### config.mk
export PLATFORM = sky130hd
export DESIGN_NAME = multichannel_dual_cma_filter_top_flat
export DESIGN_NICKNAME = d
export VERILOG_FILES = /design/src/hdl/mdcf_pkg.sv /design/src/hdl/mdcf_in_if.sv /design/src/hdl/mdcf_out_if.sv /design/src/hdl/mdcf_offset.sv /design/src/hdl/mdcf_filter.sv /design/src/hdl/multichannel_dual_cma_filter_top.sv /design/src/flat_wrapper.sv
export VERILOG_INCLUDE_DIRS = /design/src /design/src/hdl
export SDC_FILE = /design/constraint.sdc
export NUM_CORES = 2
export LEC_CHECK = 0
export ABC_AREA = 1
export BUFFER_PORTS_ARGS = -buffer_cell sky130_fd_sc_hd__buf_2
export CORE_MARGIN = 4
export CORE_UTILIZATION = 40
export CTS_BUF_LIST = sky130_fd_sc_hd__clkbuf_4 sky130_fd_sc_hd__clkbuf_8 sky130_fd_sc_hd__clkbuf_16
export CTS_CLUSTER_DIAMETER = 200
export DETAILED_ROUTE_END_ITERATION = 12
export PLACE_DENSITY_LB_ADDON = 0.15
export SYNTH_ARGS = -nofsm -noshare
export SYNTH_HDL_FRONTEND = slang
export SYNTH_SLANG_ARGS = --single-unit
### constraint.sdc
create_clock -name clk_i -period 7.1 [get_ports clk_i]
set_input_delay 1.065 -clock clk_i [delete_from_list [all_inputs] [get_ports clk_i]]
set_output_delay 1.065 -clock clk_i [all_outputs]
set_load 0.02 [all_outputs]
### src/hdl/assert_macros.svh
// ----------------------------------------------------------------------------
// Assertion macros
// Concurrent assertion wrappers. They compile to nothing under synthesis.
// ----------------------------------------------------------------------------
`ifndef ASSERT_MACROS_SVH
`define ASSERT_MACROS_SVH

`ifndef SYNTHESIS

`define MDCF_ASSERT(lbl, clk, rst_n, prop) \
  lbl: assert property (@(posedge clk) disable iff (!rst_n) prop) \
    else $error("assertion failed");

`define MDCF_ASSERT_NEVER(lbl, clk, rst_n, cond) \
  lbl: assert property (@(posedge clk) disable iff (!rst_n) !(cond)) \
    else $error("forbidden condition seen");

`else

`define MDCF_ASSERT(lbl, clk, rst_n, prop)
`define MDCF_ASSERT_NEVER(lbl, clk, rst_n, cond)

`endif

`endif

### src/hdl/mdcf_pkg.sv
// ----------------------------------------------------------------------------
// mdcf_pkg
// Shared widths, defaults, register indexes and word types of the
// multichannel dual moving-average filter.
// ----------------------------------------------------------------------------
package mdcf_pkg;

  localparam int unsigned CH_W            = 3;
  localparam int unsigned SAMPLE_W        = 12;
  localparam int unsigned SUM_W           = 28;
  localparam int unsigned SHIFT_W         = 4;
  localparam int unsigned MASK_W          = 8;
  localparam int unsigned TABLE_W         = 32;
  localparam int unsigned CFG_DATA_W      = 32;
  localparam int unsigned CFG_IDX_W       = 2;

  localparam int unsigned CHANNELS_DEF    = 8;
  localparam int unsigned SAMPLE_BITS_DEF = 12;

  typedef enum logic [CFG_IDX_W-1:0] {
    CFG_OFFSET_VALUE = 2'd0,
    CFG_OFFSET_MASK  = 2'd1,
    CFG_SHIFT_FAST   = 2'd2,
    CFG_SHIFT_SLOW   = 2'd3
  } cfg_reg_e;

  typedef struct packed {
    logic [CH_W-1:0]     channel;
    logic [SAMPLE_W-1:0] sample;
  } mdcf_in_t;

  typedef struct packed {
    logic [CH_W-1:0]     out_channel;
    logic [SAMPLE_W-1:0] corrected_sample;
    logic [SAMPLE_W-1:0] fast_average;
    logic [SAMPLE_W-1:0] slow_average;
  } mdcf_out_t;

endpackage

### src/hdl/mdcf_in_if.sv
// ----------------------------------------------------------------------------
// mdcf_in_if
// Sample channel: valid/ready handshake with channel number and sample.
// ----------------------------------------------------------------------------
interface mdcf_in_if
  import mdcf_pkg::*;
();

  logic     valid;
  logic     ready;
  mdcf_in_t payload;

  modport source (output valid, output payload, input ready);
  modport sink   (input valid, input payload, output ready);

endinterface

### src/hdl/mdcf_out_if.sv
// ----------------------------------------------------------------------------
// mdcf_out_if
// Result channel: valid/ready handshake with corrected sample and averages.
// ----------------------------------------------------------------------------
interface mdcf_out_if
  import mdcf_pkg::*;
();

  logic      valid;
  logic      ready;
  mdcf_out_t payload;

  modport source (output valid, output payload, input ready);
  modport sink   (input valid, input payload, output ready);

endinterface

### src/hdl/mdcf_offset.sv
// ----------------------------------------------------------------------------
// mdcf_offset
// Sample range clamp and per-channel offset removal with zero floor.
// ----------------------------------------------------------------------------
module mdcf_offset
  import mdcf_pkg::*;
#(
  parameter int unsigned SAMPLE_BITS = SAMPLE_BITS_DEF
) (
  input  logic [CH_W-1:0]     channel_i,
  input  logic [SAMPLE_W-1:0] sample_i,
  input  logic [SAMPLE_W-1:0] offset_value_i,
  input  logic [MASK_W-1:0]   offset_mask_i,
  output logic [SAMPLE_W-1:0] sample_o
);

  localparam logic [SAMPLE_W-1:0] SAT_LIMIT = (SAMPLE_BITS >= SAMPLE_W) ?
                                              {SAMPLE_W{1'b1}} :
                                              SAMPLE_W'((1 << SAMPLE_BITS) - 1);

  logic [SAMPLE_W-1:0] clamped;

  always_comb begin
    clamped = (sample_i > SAT_LIMIT) ? SAT_LIMIT : sample_i;
    if (offset_mask_i[channel_i]) begin
      sample_o = (clamped >= offset_value_i) ? (clamped - offset_value_i) : '0;
    end else begin
      sample_o = clamped;
    end
  end

endmodule

### src/hdl/mdcf_filter.sv
// ----------------------------------------------------------------------------
// mdcf_filter
// One bank of per-channel accumulator filters: sum += x - avg, avg = sum >> k.
// ----------------------------------------------------------------------------
module mdcf_filter
  import mdcf_pkg::*;
#(
  parameter int unsigned CHANNELS    = CHANNELS_DEF,
  parameter int unsigned SAMPLE_BITS = SAMPLE_BITS_DEF
) (
  input  logic                clk_i,
  input  logic                rst_ni,
  input  logic                upd_i,
  input  logic [CH_W-1:0]     channel_i,
  input  logic [SAMPLE_W-1:0] sample_i,
  input  logic [SHIFT_W-1:0]  shift_i,
  output logic [SAMPLE_W-1:0] avg_o
);

  localparam int unsigned IDX_W = (CHANNELS > 1) ? $clog2(CHANNELS) : 1;
  localparam int unsigned AVG_W = SAMPLE_BITS;
  localparam logic [SUM_W-1:0] AVG_MAX = SUM_W'((1 << SAMPLE_BITS) - 1);

  logic [SUM_W-1:0] sum_q [CHANNELS];
  logic [AVG_W-1:0] avg_q [CHANNELS];

  logic             ch_ok;
  logic [IDX_W-1:0] idx;
  logic [SUM_W:0]   total;
  logic [SUM_W:0]   avg_ext;
  logic [SUM_W:0]   diff;
  logic [SUM_W-1:0] sum_d;
  logic [SUM_W-1:0] shifted;
  logic [AVG_W-1:0] avg_d;

  always_comb begin
    ch_ok   = ({1'b0, channel_i} < (CH_W + 1)'(CHANNELS));
    idx     = channel_i[IDX_W-1:0];
    total   = {1'b0, sum_q[idx]} + (SUM_W + 1)'(sample_i);
    avg_ext = (SUM_W + 1)'(avg_q[idx]);
    diff    = (total >= avg_ext) ? (total - avg_ext) : '0;
    sum_d   = diff[SUM_W] ? {SUM_W{1'b1}} : diff[SUM_W-1:0];
    shifted = sum_d >> shift_i;
    avg_d   = (shifted > AVG_MAX) ? AVG_MAX[AVG_W-1:0] : shifted[AVG_W-1:0];
    avg_o   = ch_ok ? SAMPLE_W'(avg_d) : '0;
  end

  always_ff @(posedge clk_i or negedge rst_ni) begin
    if (!rst_ni) begin
      for (int i = 0; i < CHANNELS; i++) begin
        sum_q[i] <= '0;
        avg_q[i] <= '0;
      end
    end else if (upd_i && ch_ok) begin
      sum_q[idx] <= sum_d;
      avg_q[idx] <= avg_d;
    end
  end

endmodule

### src/hdl/multichannel_dual_cma_filter_top.sv
// ----------------------------------------------------------------------------
// multichannel_dual_cma_filter_top
// Takes one converter sample word per cycle while results are taken, and
// returns one result word per sample: the sample is registered, then offset
// removal and both filter updates of its channel run as one read-modify-write
// on per-channel flip-flop state into the result register. Since the state
// is written back as the result is registered, a sample of the same channel
// may follow in the very next cycle, sustaining one word per cycle. The input
// stays ready while a result waits, until the input and result registers fill.
// ----------------------------------------------------------------------------
`include "assert_macros.svh"

module multichannel_dual_cma_filter_top
  import mdcf_pkg::*;
#(
  parameter int unsigned CHANNELS    = CHANNELS_DEF,
  parameter int unsigned SAMPLE_BITS = SAMPLE_BITS_DEF
) (
  input  logic                  clk_i,
  input  logic                  rst_ni,
  input  logic                  cfg_we_i,
  input  logic [CFG_IDX_W-1:0]  cfg_idx_i,
  input  logic [CFG_DATA_W-1:0] cfg_data_i,
  mdcf_in_if.sink               in_i,
  mdcf_out_if.source            out_o
);

  logic [SAMPLE_W-1:0] offset_value_q;
  logic [MASK_W-1:0]   offset_mask_q;
  logic [TABLE_W-1:0]  shift_fast_q;
  logic [TABLE_W-1:0]  shift_slow_q;

  logic      s1_valid_q;
  mdcf_in_t  s1_data_q;
  logic      out_valid_q;
  mdcf_out_t out_data_q;
  mdcf_out_t out_data_d;

  logic                out_free;
  logic                s1_adv;
  logic                s1_ready;
  logic [SAMPLE_W-1:0] corrected;
  logic [SHIFT_W-1:0]  fast_shift;
  logic [SHIFT_W-1:0]  slow_shift;
  logic [SAMPLE_W-1:0] fast_avg;
  logic [SAMPLE_W-1:0] slow_avg;

  assign out_free = !out_valid_q || out_o.ready;
  assign s1_adv   = s1_valid_q && out_free;
  assign s1_ready = !s1_valid_q || out_free;

  assign in_i.ready    = s1_ready;
  assign out_o.valid   = out_valid_q;
  assign out_o.payload = out_data_q;

  always_ff @(posedge clk_i or negedge rst_ni) begin
    if (!rst_ni) begin
      offset_value_q <= '0;
      offset_mask_q  <= '0;
      shift_fast_q   <= '0;
      shift_slow_q   <= '0;
    end else if (cfg_we_i) begin
      case (cfg_reg_e'(cfg_idx_i))
        CFG_OFFSET_VALUE: offset_value_q <= cfg_data_i[SAMPLE_W-1:0];
        CFG_OFFSET_MASK:  offset_mask_q  <= cfg_data_i[MASK_W-1:0];
        CFG_SHIFT_FAST:   shift_fast_q   <= cfg_data_i[TABLE_W-1:0];
        CFG_SHIFT_SLOW:   shift_slow_q   <= cfg_data_i[TABLE_W-1:0];
        default: ;
      endcase
    end
  end

  always_ff @(posedge clk_i or negedge rst_ni) begin
    if (!rst_ni) begin
      s1_valid_q  <= 1'b0;
      out_valid_q <= 1'b0;
    end else begin
      if (s1_ready) begin
        s1_valid_q <= in_i.valid;
      end
      if (out_free) begin
        out_valid_q <= s1_valid_q;
      end
    end
  end

  always_ff @(posedge clk_i) begin
    if (in_i.valid && s1_ready) begin
      s1_data_q <= in_i.payload;
    end
    if (s1_adv) begin
      out_data_q <= out_data_d;
    end
  end

  assign fast_shift = shift_fast_q[{s1_data_q.channel, 2'b00} +: SHIFT_W];
  assign slow_shift = shift_slow_q[{s1_data_q.channel, 2'b00} +: SHIFT_W];

  mdcf_offset #(
    .SAMPLE_BITS (SAMPLE_BITS)
  ) u_offset (
    .channel_i      (s1_data_q.channel),
    .sample_i       (s1_data_q.sample),
    .offset_value_i (offset_value_q),
    .offset_mask_i  (offset_mask_q),
    .sample_o       (corrected)
  );

  mdcf_filter #(
    .CHANNELS    (CHANNELS),
    .SAMPLE_BITS (SAMPLE_BITS)
  ) u_fast (
    .clk_i     (clk_i),
    .rst_ni    (rst_ni),
    .upd_i     (s1_adv),
    .channel_i (s1_data_q.channel),
    .sample_i  (corrected),
    .shift_i   (fast_shift),
    .avg_o     (fast_avg)
  );

  mdcf_filter #(
    .CHANNELS    (CHANNELS),
    .SAMPLE_BITS (SAMPLE_BITS)
  ) u_slow (
    .clk_i     (clk_i),
    .rst_ni    (rst_ni),
    .upd_i     (s1_adv),
    .channel_i (s1_data_q.channel),
    .sample_i  (corrected),
    .shift_i   (slow_shift),
    .avg_o     (slow_avg)
  );

  always_comb begin
    out_data_d.out_channel      = s1_data_q.channel;
    out_data_d.corrected_sample = corrected;
    out_data_d.fast_average     = fast_avg;
    out_data_d.slow_average     = slow_avg;
  end

  `MDCF_ASSERT(a_adv_fills_out, clk_i, rst_ni, s1_adv |=> out_valid_q)

  `MDCF_ASSERT_NEVER(a_no_overwrite, clk_i, rst_ni,
                     in_i.valid && in_i.ready && s1_valid_q && !s1_adv)

  `MDCF_ASSERT(a_idle_channel_zero, clk_i, rst_ni,
               (out_valid_q && ({1'b0, out_data_q.out_channel} >= (CH_W + 1)'(CHANNELS)))
               |-> (out_data_q.fast_average == '0 && out_data_q.slow_average == '0))

endmodule

### src/flat_wrapper.sv
// flat-port wrapper written by rule: the top's interface ports become plain ports
module multichannel_dual_cma_filter_top_flat import mdcf_pkg::*;
#(
  parameter int unsigned CHANNELS    = CHANNELS_DEF,
  parameter int unsigned SAMPLE_BITS = SAMPLE_BITS_DEF
)
  (clk_i, rst_ni, cfg_we_i, cfg_idx_i, cfg_data_i, in_i_valid, in_i_payload, in_i_ready, out_o_valid, out_o_payload, out_o_ready);
  mdcf_in_if in_i_i ();
  mdcf_out_if out_o_i ();
  input  logic clk_i;
  input  logic rst_ni;
  input  logic cfg_we_i;
  input  logic [CFG_IDX_W-1:0] cfg_idx_i;
  input  logic [CFG_DATA_W-1:0] cfg_data_i;
  input wire logic [$bits(in_i_i.valid)-1:0] in_i_valid;
  input wire logic [$bits(in_i_i.payload)-1:0] in_i_payload;
  output wire logic [$bits(in_i_i.ready)-1:0] in_i_ready;
  output wire logic [$bits(out_o_i.valid)-1:0] out_o_valid;
  output wire logic [$bits(out_o_i.payload)-1:0] out_o_payload;
  input wire logic [$bits(out_o_i.ready)-1:0] out_o_ready;
  assign in_i_i.valid = in_i_valid;
  assign in_i_i.payload = in_i_payload;
  assign in_i_ready = in_i_i.ready;
  assign out_o_valid = out_o_i.valid;
  assign out_o_payload = out_o_i.payload;
  assign out_o_i.ready = out_o_ready;
  multichannel_dual_cma_filter_top #(.CHANNELS(CHANNELS), .SAMPLE_BITS(SAMPLE_BITS)) u_core (.clk_i(clk_i), .rst_ni(rst_ni), .cfg_we_i(cfg_we_i), .cfg_idx_i(cfg_idx_i), .cfg_data_i(cfg_data_i), .in_i(in_i_i), .out_o(out_o_i));
endmodule
==> metrics <==
via count of the first global-routing pass=35900; transition time at the pin with the least slew margin=1.15 ns; number of placed instances, taps included=6928; CTS tree=built; total of buffers placed on input and output ports=94; hpwl dp=91800 um; worst path buffer plus inverter count=11; maximum clock rate=147 MHz; Die Width=331 um; core area=103000 um^2; ratio of cells with drive above 1 in the final layout=0.176; aggregate global-route resource usage=0.263; cells taking the most area after synthesis=dfrtp_1 (44%), nand2_1 (18%), o21ai_0 (4.7%); worst skew pair latency=0.68 ns; initial antenna violation count=5; share of the yosys chip area belonging to registers=0.475; Clock Tree Buf Depth=3; CP required=7.71 ns; setup TNS=0 ns; Pleak=24.1 nW; slowest cell delay on critical path=0.42 ns; crit path kind=register to register; num ports=95; aggregate global routing overflow=0; global routing usage on met3=0.0449; pin count of the biggest net entering global routing=154; number of sinks handled by clock tree synthesis=780; ratio of total power to cell area=558 nW/um^2; maximum VDD drop=0.000375 V; total count of max-transition violations in the final report=0; capture point of the worst path=u_core.u_fast.avg_q[4]; Clock Tree Root=clkbuf_16; grt met1 use=0.377; number of design rule violations left after detail routing=0; first-iteration detailed-routing DRC count=3679; Vias=38600; critical register-to-register path startpoint=u_core.s1_data_q[0]; number of cells in the finished layout apart from fillers=7158; share of the cycle needed by the critical path after routing=0.959; worst clock skew=0.0510 ns; Critical Path Start=u_core.s1_data_q[0]; clock-pin slew on the worst setup and hold paths=0.06 ns; cell at the slowest stage of the critical path=fa_2; Ys Warns=0; Crit path depth=46; Net Count, Synth=5517; number of unique standard cell types used by synthesis=59; wire length reported by the detailed router=148000 um; result of the run=completed; largest area contributor in the netlist=dfrtp_1; Worst R2R Path Depth=46; cell count after synthesis=5398; via-per-instance ratio=5.39; number of iterations in the first detailed-routing pass=7; final setup vio count=0; number of buffers created by CTS=90; floorplan row count=118; Post-synth EDFFs=54; post-route antenna net violation count=0; Routability Congestion=0.956; share of synthesized registers carrying an async set or reset=0.931; cell area after technology mapping=41700 um^2; final hold viol count=0; FF+latch count, synth=780; Slew Limit Headroom=0.235; DIE AREA=109000 um^2; startpoint type of the worst setup path=register; number of levels the H-tree was split into=3; P&R area growth vs syn=20.6%; type of destination of the critical path=register; data arrival time of the worst path=7.42 ns; minimum setup slack among reg-to-reg paths=0.29 ns; placement-stage cell area=45600 um^2; met2 capacity usage during global routing=0.408; Final nets=5821; first-pass GRT wire length=222000 um; worst slack on hold paths=0.397 ns; Max Fanout on Critical Path=8; Reg-to-Reg End=u_core.u_fast.avg_q[4]; max-cap viol count=0; finished layout cell area=50300 um^2; final critical-path required period=6.81 ns; Hold WC Path Type=input pin to async pin; global-route layer with the greatest usage=met2; most common flop cell mapped by yosys=dfrtp_1; top-area cell type share of the netlist area=0.436; gate family responsible for the most delay along the worst path=simple AND/OR/NAND/NOR gates; die height=331 um; mean instance size in the synthesized netlist=7.72 um^2; final routed wire length divided by cell count=20.7 um; effective utilization at floorplan=0.403
==> registers in the layout, summed over array words and instances (netlist names) <==
name                   cells
u_core.shift_slow_q       32
u_core.s1_valid_q          1
u_core.offset_value_q     12
u_core.out_o.valid         1
u_core.u_slow.sum_q      224
u_core.s1_data_q          12
u_core.u_fast.sum_q      224
u_core.out_data_d          3
u_core.shift_fast_q       32
u_core.out_o.payload      39
u_core.u_slow.avg_q       96
u_core.offset_mask_q       8
u_core.u_fast.avg_q       96
==> routing by layer <==
metal / up-vias / part of all wire
met1: 18600 / 0.45
met4: 6 / 0.028
met3: 202 / 0.069
met5: - / 0.00027
met2: 1326 / 0.45
li1: 18400 / -
==> layout make-up <==
type,count,area (um^2)
fill,10200,53200
multi-input combinational,3924,20100
sequential,780,19800
timing repair buffer,514,4090
clock buffer,136,2760
tap,1380,1730
inverter,392,1480
clock inverter,31,310
antenna,1,2.50
==> cell families after synthesis <==
| logic type | count (synthesis) | share of synthesized area |
|---|---|---|
| muxes | 5 | 0.00120 |
| AOI/OAI and AO/OA | 939 | 0.133 |
| xor gates and xnor gates | 58 | 0.0124 |
| and+or+nand+nor | 2843 | 0.287 |
| DFF | 780 | 0.475 |
| adders and majority gates | 65 | 0.0204 |
| buffers and inverters | 708 | 0.0709 |
==> layout by cell type (no fill, tap or decap), types with 38 or more instances in the layout <==
master	Yosys	layout
ha_1	60	45
a31oi_1	226	224
edfxtp_1	54	54
nor2_1	348	322
o21ai_1	43	46
o22ai_1	78	78
nand4_1	54	54
buf_2	32	93
xor2_1	40	38
buf_4	28	377
dfrtp_1	726	726
a21oi_1	55	40
nand2_2	20	58
nand2_1	1965	1922
nand3_2	15	75
inv_1	373	362
clkbuf_16	0	98
o21ai_0	393	371
nand3_1	333	276
==> per-stage QoR <==
step | power [mW] | utilization | worst slack [ns]
floorplan | 15.6 | - | 0.347
global placement | 21.6 | 0.440 | -0.551
detailed placement | 21.7 | 0.440 | -0.567
CTS | 26.7 | 0.471 | 0.00153
global route | 30.1 | 0.486 | -0.0750
finish | 28.1 | 0.486 | 0.291
==> synth_stat cells (all sizes together) (8+ instances only) <==
master and count:
nand2 1993, dfrtp 726, o21ai 437, inv 384
nor2 373, nand3 369, a31oi 226, clkbuf 193
buf 120, o22ai 78, ha 60, a21oi 58
edfxtp 54, nand4 54, xor2 41, a221oi 35
a22o 35, a22oi 35, xnor2 17, o211ai 15
or2 15, or4 12, nor4 9, clkinv 8
o21bai 8
==> power breakdown <==
group	internal (mW)	leakage (nW)	total [mW]	switching (mW)
clock	2.84	1.54	4.81	1.97
sequential	6.34	9.16	7.22	0.882
combinational	6.30	13.4	16.1	9.75
total	15.5	24.1	28.1	12.6
==> worst min-delay path by stage <==
stage | end | slack [ns] | depth (start not counted)
after floorplan | u_core.out_o.payload[37] | 0.43 | 0
after global placement | u_core.u_fast.avg_q[24] | 0.46 | 2
after detailed placement | u_core.u_slow.avg_q[36] | 0.46 | 2
after CTS | u_core.u_fast.sum_q[77] | 0.42 | 1
after global routing | u_core.u_fast.sum_q[77] | 0.43 | 1
final | u_core.u_fast.sum_q[77] | 0.40 | 1
==> what timing repair did <==
item,in CTS,in global routing
hold buffers,0,0
pin swaps,5,98
endpoints found under the setup margin,261,284
buffers inserted,1,42
gates cloned,2,17
resized for setup,27,223
endpoints found under the hold margin,0,0
(Power assumes the default switching activity.)
